$ cat config.mk
export PLATFORM = sky130hd
export DESIGN_NAME = ps2_mouse_device_emulator_core
export DESIGN_NICKNAME = d
export VERILOG_FILES = /design/src/design/ps2me_pkg.sv /design/src/design/ps2me_front.sv /design/src/design/ps2me_queue.sv /design/src/design/ps2me_back.sv /design/src/design/ps2_mouse_device_emulator_core.sv
export VERILOG_INCLUDE_DIRS = /design/src /design/src/design
export SDC_FILE = /design/constraint.sdc
export NUM_CORES = 1
export LEC_CHECK = 0
export ABC_CLOCK_PERIOD_IN_PS = 5200
export BUFFER_PORTS_ARGS = -buffer_cell sky130_fd_sc_hd__clkbuf_2
export CORE_ASPECT_RATIO = 1.5
export CORE_UTILIZATION = 54
export CTS_BUF_LIST = sky130_fd_sc_hd__clkbuf_16
export CTS_CLUSTER_DIAMETER = 40
export DETAILED_ROUTE_END_ITERATION = 12
export PLACE_DENSITY_LB_ADDON = 0.2
export SLEW_MARGIN = 20
export SYNTH_ARGS = -nofsm -noshare
export SYNTH_HDL_FRONTEND = slang
export SYNTH_SLANG_ARGS = --single-unit
$ cat constraint.sdc
create_clock -name clk -period 5.2 [get_ports clk]
set_clock_uncertainty 0.05 [all_clocks]
set_input_delay 1.04 -clock clk [delete_from_list [all_inputs] [get_ports clk]]
set_output_delay 1.04 -clock clk [all_outputs]
set_load 0.1 [all_outputs]
$ cat src/design/ps2_mouse_device_emulator_core_defines.svh
// ----------------------------------------------------------------------------
// PS/2 mouse emulator assertion macros
// Concurrent assertion shorthands clocked on clk and disabled during reset.
// ----------------------------------------------------------------------------
`ifndef PS2_MOUSE_DEVICE_EMULATOR_CORE_DEFINES_SVH
`define PS2_MOUSE_DEVICE_EMULATOR_CORE_DEFINES_SVH

`ifndef ASSERT_OFF
`define PS2ME_ASSERT_ALWAYS(label, expr) \
	label: assert property (@(posedge clk) disable iff (!arst_n) (expr)) \
		else $error("assertion failed");
`define PS2ME_ASSERT_SAME(label, ante, cons) \
	label: assert property (@(posedge clk) disable iff (!arst_n) (ante) |-> (cons)) \
		else $error("assertion failed");
`define PS2ME_ASSERT_NEXT(label, ante, cons) \
	label: assert property (@(posedge clk) disable iff (!arst_n) (ante) |=> (cons)) \
		else $error("assertion failed");
`else
`define PS2ME_ASSERT_ALWAYS(label, expr)
`define PS2ME_ASSERT_SAME(label, ante, cons)
`define PS2ME_ASSERT_NEXT(label, ante, cons)
`endif

`endif

$ cat src/design/ps2me_pkg.sv
// ----------------------------------------------------------------------------
// PS/2 mouse emulator package
// Payload types, reply descriptor, command codes and shared arithmetic.
// ----------------------------------------------------------------------------
`default_nettype none

package ps2me_pkg;

	localparam int ACC_W = 16;
	localparam int SUM_W = ((ACC_W > 12) ? ACC_W : 12) + 1;
	localparam int MAX_REPLY = 5;
	localparam int LEN_W = $clog2(MAX_REPLY + 1);
	localparam int IDX_W = $clog2(MAX_REPLY);
	localparam int QUEUE_DEPTH = 4;
	localparam int KNOCK_LEN = 6;

	typedef enum logic [1:0] {
		OP_MOTION = 2'd0,
		OP_CMD    = 2'd1,
		OP_READ   = 2'd2,
		OP_NONE   = 2'd3
	} op_t;

	localparam logic [7:0] CMD_POLL     = 8'hEB;
	localparam logic [7:0] CMD_GET_ID   = 8'hF2;
	localparam logic [7:0] CMD_INFO     = 8'hE9;
	localparam logic [7:0] CMD_RESET    = 8'hFF;
	localparam logic [7:0] CMD_SET_RATE = 8'hF3;

	localparam logic [7:0] RSP_ACK    = 8'hFA;
	localparam logic [7:0] RSP_BAT_OK = 8'hAA;
	localparam logic [7:0] RSP_ZERO   = 8'h00;
	localparam logic [7:0] INFO_0     = 8'h60;
	localparam logic [7:0] INFO_1     = 8'h03;
	localparam logic [7:0] INFO_2     = 8'd200;
	localparam logic [7:0] ID_STD     = 8'd0;
	localparam logic [7:0] ID_WHEEL   = 8'd3;
	localparam logic [7:0] ID_EXT     = 8'd4;
	localparam logic [7:0] PKT_SYNC   = 8'h08;

	localparam logic [7:0] RATE_200 = 8'd200;
	localparam logic [7:0] RATE_100 = 8'd100;
	localparam logic [7:0] RATE_80  = 8'd80;

	typedef struct packed {
		logic        [1:0]  opcode;
		logic signed [11:0] move_x;
		logic signed [11:0] move_y;
		logic signed [7:0]  move_wheel;
		logic        [4:0]  button_bits;
		logic        [7:0]  command_byte;
	} item_t;

	typedef struct packed {
		logic [7:0] data_byte;
		logic       last_byte;
	} reply_t;

	// One whole reply, bytes[0] goes out first.
	typedef struct packed {
		logic [LEN_W-1:0]                len;
		logic [MAX_REPLY-1:0][7:0]       bytes;
	} reply_desc_t;

	typedef struct packed {
		logic full;
		logic empty;
	} q_status_t;

	// Expected byte at each position of the two rate-setting knock sequences.
	function automatic logic [7:0] knock_byte(input logic ext, input logic [2:0] pos);
		logic [7:0] b;
		case (pos)
			3'd0:    b = CMD_SET_RATE;
			3'd1:    b = RATE_200;
			3'd2:    b = CMD_SET_RATE;
			3'd3:    b = ext ? RATE_200 : RATE_100;
			3'd4:    b = CMD_SET_RATE;
			3'd5:    b = RATE_80;
			default: b = RSP_ZERO;
		endcase
		return b;
	endfunction

	// Signed add that saturates to the accumulator range.
	function automatic logic signed [ACC_W-1:0] sat_add(
		input logic signed [ACC_W-1:0] a,
		input logic signed [SUM_W-1:0] d
	);
		logic signed [SUM_W-1:0] s;
		logic signed [SUM_W-1:0] hi;
		logic signed [SUM_W-1:0] lo;
		logic signed [ACC_W-1:0] r;
		hi = SUM_W'((64'sd1 <<< (ACC_W - 1)) - 64'sd1);
		lo = ~hi;
		s = {{(SUM_W-ACC_W){a[ACC_W-1]}}, a} + d;
		if (s > hi)
			r = hi[ACC_W-1:0];
		else if (s < lo)
			r = lo[ACC_W-1:0];
		else
			r = s[ACC_W-1:0];
		return r;
	endfunction

	// Symmetric clamp to +-lim, result fits in a byte.
	function automatic logic [7:0] clamp8(
		input logic signed [ACC_W-1:0] a,
		input logic signed [ACC_W-1:0] lim
	);
		logic signed [ACC_W-1:0] neg_lim;
		logic [7:0]              r;
		neg_lim = -lim;
		if (a > lim)
			r = lim[7:0];
		else if (a < neg_lim)
			r = neg_lim[7:0];
		else
			r = a[7:0];
		return r;
	endfunction

endpackage

`default_nettype wire

$ cat src/design/ps2me_front.sv
// ----------------------------------------------------------------------------
// PS/2 mouse emulator front end
// Accepts items, updates accumulators, knock detectors and mode, and builds
// the complete reply of each item for the queue.
// ----------------------------------------------------------------------------
`default_nettype none

module ps2me_front (
	input  wire                       clk,
	input  wire                       arst_n,
	input  wire                       item_valid,
	input  ps2me_pkg::item_t          item,
	output logic                      item_stall,
	input  ps2me_pkg::q_status_t      q_stat,
	output logic                      push,
	output ps2me_pkg::reply_desc_t    desc
);
	import ps2me_pkg::*;

	typedef enum logic [1:0] {
		MODE_STD   = 2'd0,
		MODE_WHEEL = 2'd1,
		MODE_EXT   = 2'd2
	} mode_t;

	localparam logic signed [ACC_W-1:0] LIM_XY = ACC_W'(127);
	localparam logic signed [ACC_W-1:0] LIM_EXT = ACC_W'(7);

	logic signed [ACC_W-1:0] acc_x_q, acc_y_q, acc_w_q;
	logic [4:0]              buttons_q;
	logic                    ready_q;
	mode_t                   mode_q;
	logic [2:0]              wheel_pos_q, ext_pos_q;

	logic signed [ACC_W-1:0] acc_x_d, acc_y_d, acc_w_d;
	logic [4:0]              buttons_d;
	logic                    ready_d;
	mode_t                   mode_d;
	logic [2:0]              wheel_pos_d, ext_pos_d;

	// Packet built from the current state.
	logic [7:0]              pkt_x, pkt_y, pkt_w;
	logic [3:0][7:0]         pkt_bytes;
	logic [LEN_W-1:0]        pkt_len;
	logic signed [ACC_W-1:0] pkt_acc_x, pkt_acc_y, pkt_acc_w;
	logic                    pkt_ready;

	logic                    accept;
	logic [7:0]              c;
	logic                    ext_match, wheel_match;

	assign item_stall = q_stat.full;
	assign accept = item_valid && !q_stat.full;
	assign c = item.command_byte;

	always_comb begin
		pkt_x = clamp8(acc_x_q, LIM_XY);
		pkt_y = clamp8(acc_y_q, LIM_XY);
		pkt_w = (mode_q == MODE_EXT) ? clamp8(acc_w_q, LIM_EXT) : clamp8(acc_w_q, LIM_XY);
		pkt_acc_x = acc_x_q - {{(ACC_W-8){pkt_x[7]}}, pkt_x};
		pkt_acc_y = acc_y_q - {{(ACC_W-8){pkt_y[7]}}, pkt_y};
		pkt_acc_w = acc_w_q;
		pkt_bytes[0] = PKT_SYNC | {2'b00, acc_y_q[ACC_W-1], acc_x_q[ACC_W-1], 1'b0,
			buttons_q[2:0]};
		pkt_bytes[1] = pkt_x;
		pkt_bytes[2] = pkt_y;
		pkt_bytes[3] = pkt_w;
		pkt_len = LEN_W'(3);
		if (mode_q == MODE_EXT) begin
			pkt_acc_w = acc_w_q - {{(ACC_W-8){pkt_w[7]}}, pkt_w};
			pkt_bytes[3] = {2'b00, buttons_q[4], buttons_q[3], pkt_w[3:0]};
			pkt_len = LEN_W'(4);
		end else begin
			// Side and extra buttons share byte0 in the standard and wheel formats.
			pkt_bytes[0] = pkt_bytes[0] | {5'b0, buttons_q[3], buttons_q[4], 1'b0};
			if (mode_q == MODE_WHEEL) begin
				pkt_acc_w = acc_w_q - {{(ACC_W-8){pkt_w[7]}}, pkt_w};
				pkt_len = LEN_W'(4);
			end
		end
		pkt_ready = ready_q;
		if (pkt_acc_x == '0 && pkt_acc_y == '0 && (mode_q == MODE_STD || pkt_acc_w == '0))
			pkt_ready = 1'b0;
	end

	always_comb begin
		acc_x_d = acc_x_q;
		acc_y_d = acc_y_q;
		acc_w_d = acc_w_q;
		buttons_d = buttons_q;
		ready_d = ready_q;
		mode_d = mode_q;
		wheel_pos_d = wheel_pos_q;
		ext_pos_d = ext_pos_q;
		push = 1'b0;
		desc = '0;
		ext_match = (ext_pos_q < 3'(KNOCK_LEN)) && (c == knock_byte(1'b1, ext_pos_q));
		wheel_match = (wheel_pos_q < 3'(KNOCK_LEN)) && (c == knock_byte(1'b0, wheel_pos_q));
		case (op_t'(item.opcode))
			OP_MOTION: begin
				acc_x_d = sat_add(acc_x_q, {{(SUM_W-12){item.move_x[11]}}, item.move_x});
				acc_y_d = sat_add(acc_y_q, {{(SUM_W-12){item.move_y[11]}}, item.move_y});
				acc_w_d = sat_add(acc_w_q,
					{{(SUM_W-8){item.move_wheel[7]}}, item.move_wheel});
				buttons_d = item.button_bits;
				ready_d = 1'b1;
			end
			OP_CMD: begin
				push = 1'b1;
				ext_pos_d = '0;
				if (ext_match && ext_pos_q == 3'(KNOCK_LEN - 1))
					mode_d = MODE_EXT;
				else if (ext_match)
					ext_pos_d = ext_pos_q + 3'd1;
				wheel_pos_d = '0;
				if (wheel_match && wheel_pos_q == 3'(KNOCK_LEN - 1))
					mode_d = MODE_WHEEL;
				else if (wheel_match)
					wheel_pos_d = wheel_pos_q + 3'd1;
				desc.bytes[0] = RSP_ACK;
				desc.len = LEN_W'(1);
				case (c)
					CMD_POLL: begin
						desc.bytes[4:1] = pkt_bytes;
						desc.len = pkt_len + LEN_W'(1);
						acc_x_d = pkt_acc_x;
						acc_y_d = pkt_acc_y;
						acc_w_d = pkt_acc_w;
						ready_d = pkt_ready;
					end
					CMD_GET_ID: begin
						// The ID reflects the mode before this byte.
						case (mode_q)
							MODE_WHEEL: desc.bytes[1] = ID_WHEEL;
							MODE_EXT:   desc.bytes[1] = ID_EXT;
							default:    desc.bytes[1] = ID_STD;
						endcase
						desc.len = LEN_W'(2);
					end
					CMD_INFO: begin
						desc.bytes[1] = INFO_0;
						desc.bytes[2] = INFO_1;
						desc.bytes[3] = INFO_2;
						desc.len = LEN_W'(4);
					end
					CMD_RESET: begin
						wheel_pos_d = '0;
						ext_pos_d = '0;
						mode_d = MODE_STD;
						desc.bytes[1] = RSP_BAT_OK;
						desc.bytes[2] = RSP_ZERO;
						desc.len = LEN_W'(3);
					end
					default: ;
				endcase
			end
			OP_READ: begin
				if (ready_q) begin
					push = 1'b1;
					desc.bytes[3:0] = pkt_bytes;
					desc.len = pkt_len;
					acc_x_d = pkt_acc_x;
					acc_y_d = pkt_acc_y;
					acc_w_d = pkt_acc_w;
					ready_d = pkt_ready;
				end
			end
			default: ;
		endcase
		if (!accept)
			push = 1'b0;
	end

	always_ff @(posedge clk or negedge arst_n) begin
		if (!arst_n) begin
			acc_x_q <= '0;
			acc_y_q <= '0;
			acc_w_q <= '0;
			buttons_q <= '0;
			ready_q <= 1'b0;
			mode_q <= MODE_STD;
			wheel_pos_q <= '0;
			ext_pos_q <= '0;
		end else if (accept) begin
			acc_x_q <= acc_x_d;
			acc_y_q <= acc_y_d;
			acc_w_q <= acc_w_d;
			buttons_q <= buttons_d;
			ready_q <= ready_d;
			mode_q <= mode_d;
			wheel_pos_q <= wheel_pos_d;
			ext_pos_q <= ext_pos_d;
		end
	end

endmodule

`default_nettype wire

$ cat src/design/ps2me_queue.sv
// ----------------------------------------------------------------------------
// PS/2 mouse emulator reply queue
// Small FIFO of whole reply descriptors between front end and back end.
// ----------------------------------------------------------------------------
`default_nettype none

module ps2me_queue (
	input  wire                       clk,
	input  wire                       arst_n,
	input  wire                       push,
	input  ps2me_pkg::reply_desc_t    wr_desc,
	input  wire                       pop,
	output ps2me_pkg::reply_desc_t    head,
	output ps2me_pkg::q_status_t      q_stat
);
	import ps2me_pkg::*;

	localparam int PTR_W = $clog2(QUEUE_DEPTH);
	localparam int CNT_W = $clog2(QUEUE_DEPTH + 1);

	reply_desc_t        entry_q [QUEUE_DEPTH];
	logic [PTR_W-1:0]   wr_ptr_q, rd_ptr_q;
	logic [CNT_W-1:0]   count_q;

	assign head = entry_q[rd_ptr_q];
	assign q_stat.full = (count_q == CNT_W'(QUEUE_DEPTH));
	assign q_stat.empty = (count_q == '0);

	always_ff @(posedge clk) begin
		if (push)
			entry_q[wr_ptr_q] <= wr_desc;
	end

	always_ff @(posedge clk or negedge arst_n) begin
		if (!arst_n) begin
			wr_ptr_q <= '0;
			rd_ptr_q <= '0;
			count_q <= '0;
		end else begin
			if (push)
				wr_ptr_q <= (wr_ptr_q == PTR_W'(QUEUE_DEPTH - 1)) ? '0 : wr_ptr_q + 1'b1;
			if (pop)
				rd_ptr_q <= (rd_ptr_q == PTR_W'(QUEUE_DEPTH - 1)) ? '0 : rd_ptr_q + 1'b1;
			if (push && !pop)
				count_q <= count_q + 1'b1;
			else if (pop && !push)
				count_q <= count_q - 1'b1;
		end
	end

endmodule

`default_nettype wire

$ cat src/design/ps2me_back.sv
// ----------------------------------------------------------------------------
// PS/2 mouse emulator back end
// Walks the head reply byte by byte into the registered output word.
// ----------------------------------------------------------------------------
`default_nettype none

module ps2me_back (
	input  wire                       clk,
	input  wire                       arst_n,
	input  ps2me_pkg::reply_desc_t    head,
	input  ps2me_pkg::q_status_t      q_stat,
	output logic                      pop,
	output logic                      reply_valid,
	input  wire                       reply_stall,
	output ps2me_pkg::reply_t         reply
);
	import ps2me_pkg::*;

	logic [IDX_W-1:0] idx_q;
	logic             valid_q;
	reply_t           reply_q;
	logic             load;
	logic             at_last;

	assign reply_valid = valid_q;
	assign reply = reply_q;
	// With a reply queued, the output word refills in the same cycle it is taken.
	assign load = !q_stat.empty && (!valid_q || !reply_stall);
	assign at_last = (LEN_W'(idx_q) + LEN_W'(1)) == head.len;
	assign pop = load && at_last;

	always_ff @(posedge clk) begin
		if (load) begin
			reply_q.data_byte <= head.bytes[idx_q];
			reply_q.last_byte <= at_last;
		end
	end

	always_ff @(posedge clk or negedge arst_n) begin
		if (!arst_n) begin
			idx_q <= '0;
			valid_q <= 1'b0;
		end else begin
			if (load) begin
				valid_q <= 1'b1;
				idx_q <= at_last ? '0 : idx_q + 1'b1;
			end else if (!reply_stall) begin
				valid_q <= 1'b0;
			end
		end
	end

endmodule

`default_nettype wire

$ cat src/design/ps2_mouse_device_emulator_core.sv
// ----------------------------------------------------------------------------
// PS/2 mouse device emulator core
// Device side of a PS/2 mouse with wheel and five buttons.
// ----------------------------------------------------------------------------
// Usage:
// The item channel carries motion reports, host command bytes and read
// requests. The reply channel returns the bytes owed to the host one word
// at a time, last_byte marking the final byte of one item's reply.
// An item is taken in the cycle it is offered as long as the reply queue
// (four whole replies) has room; its reply is registered in the queue and
// then in the output register. Items that produce no reply queue nothing.
// Throughput is set by the reply serializer: one byte per cycle unless the
// receiver stalls; a reply is 1 to 5 bytes (ACK plus packet at most).
// While the receiver stalls, the current word holds, the queue fills and
// the item channel then stalls until a reply drains.
// Reset clears the accumulators, buttons, ready flag, mode and both knock
// detectors, and empties the queue and output register.
// ----------------------------------------------------------------------------
`default_nettype none

`include "ps2_mouse_device_emulator_core_defines.svh"

module ps2_mouse_device_emulator_core (
	input  wire                 clk,
	input  wire                 arst_n,
	input  wire                 item_valid,
	output logic                item_stall,
	input  ps2me_pkg::item_t    item,
	output logic                reply_valid,
	input  wire                 reply_stall,
	output ps2me_pkg::reply_t   reply
);
	import ps2me_pkg::*;

	q_status_t   q_stat;
	reply_desc_t wr_desc;
	reply_desc_t head;
	logic        push;
	logic        pop;

	ps2me_front u_front (
		.clk        (clk),
		.arst_n     (arst_n),
		.item_valid (item_valid),
		.item       (item),
		.item_stall (item_stall),
		.q_stat     (q_stat),
		.push       (push),
		.desc       (wr_desc)
	);

	ps2me_queue u_queue (
		.clk     (clk),
		.arst_n  (arst_n),
		.push    (push),
		.wr_desc (wr_desc),
		.pop     (pop),
		.head    (head),
		.q_stat  (q_stat)
	);

	ps2me_back u_back (
		.clk         (clk),
		.arst_n      (arst_n),
		.head        (head),
		.q_stat      (q_stat),
		.pop         (pop),
		.reply_valid (reply_valid),
		.reply_stall (reply_stall),
		.reply       (reply)
	);

	`PS2ME_ASSERT_ALWAYS(a_queue_state, !(q_stat.full && q_stat.empty))
	`PS2ME_ASSERT_SAME(a_no_push_full, push, !q_stat.full)
	`PS2ME_ASSERT_SAME(a_no_pop_empty, pop, !q_stat.empty)
	`PS2ME_ASSERT_NEXT(a_reply_continues, reply_valid && !reply_stall && !reply.last_byte, reply_valid)

endmodule

`default_nettype wire

==> metrics.md <==
| Metric | Value |
|---|---|
| Proportion of synthesized flip-flops having asynchronous set or reset | `between 20% and 30%` |
| Multi-input gate area in the final layout | `between 8000 and 9000 sq um` |
| Outcome | `complete, no violations` |
| Leakage power total | `~6.9 nW` |
| Tcrit/Tclk final | `between 90% and 100%` |
| Overall via count from detail_route | `12.49k` |
| Reg-to-reg critical path endpoint | `u_front.ready_q` |
| Number of global-route vias before repair | `between 10k and 15k` |
| Largest fanout on the critical path | `7` |
| Fraction of the mapped netlist area in compound gates | `between 10% and 20%` |
| Last element of the critical path | `u_front.ready_q` |
| Critical path depth in cells | `18` |
| Start point of the critical path | `u_front.acc_x_q[1]` |
| Clock latency reported for the late side of the worst-skew pair | `roughly 0.56 ns` |
| Cell family contributing the most delay on the critical path | `simple AND/OR/NAND/NOR gates` |
| CTS H-Tree Depth | `1` |
| Final setup slack of the worst path | `roughly 0.32 ns` |
| Placed wire-length estimate | `just over 30000 microns` |
| Total number of placement rows | `76` |
| Worst Reg2Reg Path Length in Cells | `18` |
| Post-synth EDFFs | `177` |
| Count of final max-slew check failures | `0` |
| Final setup violating endpoints | `0` |
| Parity-gate share of the synthesized area counting xor and xnor cells | `approximately 4.2%` |
| Critical path startpoint category | `flop` |
| Setup Buffers After CTS | `0` |
| Reg-to-Reg Start | `u_front.acc_x_q[1]` |
| Mapped Avg Cell Area | `between 10 and 15 sq um` |
| Layout Cells excl Fill | `around 2.0k` |
| Cell chain of the critical path | `or4_1 > nor4_1 > o31ai_1 > inv_1 > nor3_1 > inv_1 > ha_1 > inv_1 > fa_1 > a211oi_1 > o21ai_0 > a31oi_1 > nor2b_1 > o21ai_0 > a21oi_1 > or4_1 > or4_1 > o31a_1` |
| Adder and majority cell fraction of the synthesized area | `about a tenth` |
| Signal arrival time at the worst endpoint | `about 5.3 ns` |
| Worst min-delay path class | `in2async` |
| Std-Cell Core Area | `roughly 29000 sq um` |
| Number of distinct library cell variants in the gate-level netlist after synthesis | `70` |
| Fraction of final layout cells sized beyond drive strength 1 | `between 10% and 20%` |
| Synthesis warning total | `0` |
| Detail Route Antenna Nets | `0` |
| CP peak stage delay | `between 0.5 and 0.6 ns` |
| Type of the setup path with the least slack | `reg2reg` |
| Count of port buffers added during placement | `61` |
| Minimum period implied by the final worst setup slack | `around 5 ns` |
| Syn Nets | `1672` |
| Number of buffers created by CTS | `29` |
| Post-placement cell area | `16660 sq um` |
| Post-Place Cells | `just under 2k` |
| Ports | `a little over 60` |
| Slew margin rel. | `roughly two fifths` |
| Total wire length after detailed routing | `41780 microns` |
| Final Instance Area | `17750 sq um` |
| Synth Cell Area | `approximately 16000 sq um` |
| Drt first pass iters | `6` |
| Number of buffer and inverter instances along the worst setup path | `3` |
| First-pass GRT wire length | `~66000 microns` |
| Clock-pin slew on the worst setup and hold paths | `0.07 ns` |
| Via-per-instance ratio | `~6.3` |
| Maximum number of pins on one net before global-route repair | `51` |
| Initial DRC Count | `973` |
| Chip Width | `between 100 and 150 microns` |
| Post-Route Setup TNS | `0 ns` |
| Setup repair after global routing missed its margin | `no` |
| Power density over the cells | `approximately 650 nW/um^2` |
| TritonCTS clock tree | `yes` |
| Max Root-Sink Buffers | `3` |
| Fill cell total of the finished layout | `between 2k and 2.5k` |
| Maximum vdd ir drop | `about 0.41 mV` |
| Vertical die dimension | `~210 microns` |
| Pre-CTS WS | `0.3178 ns` |
| Largest family of logic cells by synthesized area | `compound AO/OA/AOI/OAI gates` |
| Die outline area | `~30000 sq um` |
| Cells after Synth | `between 1.5k and 2k` |
| Slack of the worst reg-to-reg path | `approximately 0.32 ns` |
| Area added between synthesis and finish | `11.94%` |
| Crit path capture type | `flop` |
| Total routing resource utilization after global routing | `about 28%` |
| Highest achievable clock rate | `204.8 MHz` |
| Synth Flop Type | `edfxtp_1` |
| Mux contribution to synthesized area | `8.379%` |
| Count of final hold-check violations | `0` |
| Sequential share of the synthesized area | `~45%` |
| Synth Area in Simple Gates | `between 10% and 20%` |
| Clk root buf | `clkbuf_16` |
| Post-CTS Hold Buffers | `0` |
| Final RePlAce weighted congestion | `~0.95` |
| Antenna diode instance count | `0` |
| Number of remaining DRC errors | `0` |
| Number of gates resized after cts | `0` |
| Drt wl/cell | `~21 microns` |
| Sequential cell area in the final layout | `between 7000 and 8000 sq um` |
| CTS sink cnt | `250` |
| Slowest library cell on the worst path | `or4_1` |
| Starting density of the core | `approximately 55%` |
| Number of max-capacitance violations reported | `0` |
| Transition time of the tightest slew-check pin | `approximately 0.88 ns` |
| FF+latch count, synth | `250` |
| Number of antenna violations at the first check in global routing | `0` |
| Net count, final | `about 1.7k` |
| Required time worst endpoint | `between 5 and 6 ns` |
| Remaining global-route overflow | `0` |
[kinds of logic after synthesis]
kind of cell,count (synthesis)
adder cells (fa/ha/maj),118
AND/OR/NAND/NOR,425
multiplexers,79
XOR/XNOR,76
AO/OA/AOI/OAI,434
buffers and inverters,121
flip-flops,250
[cell usage after synthesis (27+ instances only)]
library cell	instances	area [sq um]
edfxtp_1	177	5315
nand2_1	118	442.9
clkbuf_1	45	168.9
mux4_2	42	945.9
nor3_1	36	180.2
nand3_1	35	175.2
mux2i_1	27	270.3
a21oi_1	112	560.5
inv_1	63	236.5
o21ai_0	121	605.6
ha_1	111	1389
nor2_1	121	454.2
xor2_1	30	262.8
dfrtp_1	73	1827
xnor2_1	46	402.9
o22ai_1	31	193.9
[worst min path at each step]
stage,slack (ns),to,from
6_report,0.33,u_queue.count_q[0],arst_n
5_1_grt,0.35,u_queue.count_q[0],arst_n
3_3_place_gp,0.42,u_back.reply_valid,u_queue.count_q[2]
4_1_cts,0.33,u_front.acc_w_q[1],arst_n
3_5_place_dp,0.43,u_back.reply_valid,u_queue.count_q[2]
2_1_floorplan,0.40,u_back.reply_valid,u_queue.count_q[2]
[through the flow]
step | power [mW] | hold WS (ns) | util (%)
global route | 12.32 | 0.3543 | 61.62
finish | 11.52 | 0.3282 | 61.62
detailed placement | 9.215 | 0.4268 | 57.82
global placement | 9.116 | 0.4176 | 57.82
CTS | 11.50 | 0.3302 | 61.58
floorplan | 7.656 | 0.4030 | -
[state kept, by name (all words and copies together) (netlist names)]
register / count
u_front.buttons_q: 5
u_front.mode_q: 2
u_queue.count_q: 3
u_front.ready_q: 1
u_front.ext_pos_q: 3
u_back.idx_q: 3
u_front.wheel_pos_q: 3
u_back.reply: 9
u_front.acc_x_q: 16
u_front.acc_y_q: 16
u_back.reply_valid: 1
u_queue.rd_ptr_q: 2
u_front.acc_w_q: 16
u_queue.wr_ptr_q: 2
u_queue.entry_q: 168
[layer usage]
layer	GRT usage, %	vias to the layer above	part of all wire [%]
met5	0	-	0
met4	13.39	0	4.5
met3	3.076	119	5.2
met2	51.40	466	52
met1	33.79	6058	38
li1	-	5851	-
[cell usage in the layout, fill, tap and decap left out, drive strengths merged, types with 13 or more instances in the layout]
cell and instances:
a22oi 13, mux2i 27, o211ai 13, inv 73, nand2b 17, nand3 36
nand2 118, edfxtp 177, xnor2 46, a211oi 16, ha 111, xor2 30
a21o 25, nor4 13, o22ai 31, mux4 42, a31oi 14, buf 31
nor2 121, o21ai 121, and2 14, and3 14, a21oi 112, nor3 36
dfrtp 73, clkbuf 89
[power by group]
group          switching [mW]  internal (mW)
clock network           0.902           1.36
registers               0.533           2.53
logic                    3.72           2.48
total                    5.16           6.36
[worst reg2reg max path, cell delays in order (launching register included)]
cell      delay (ns)
dfrtp_1         0.49
or4_1           0.52
nor4_1          0.20
o31ai_1         0.20
inv_1           0.09
nor3_1          0.07
inv_1           0.09
ha_1            0.17
inv_1           0.06
fa_1            0.43
a211oi_1        0.30
o21ai_0         0.24
a31oi_1         0.33
nor2b_1         0.08
o21ai_0         0.16
a21oi_1         0.12
or4_1           0.48
or4_1           0.42
o31a_1          0.25
[cell type report]
cell class	instances	area share [%]
multi-input combinational	1132	46.57
sequential	250	40.24
clock buffer	29	4.088
timing repair buffer	91	3.002
tap	390	2.749
clock inverter	24	2.016
inverter	63	1.332
(Power assumes the default switching activity.)
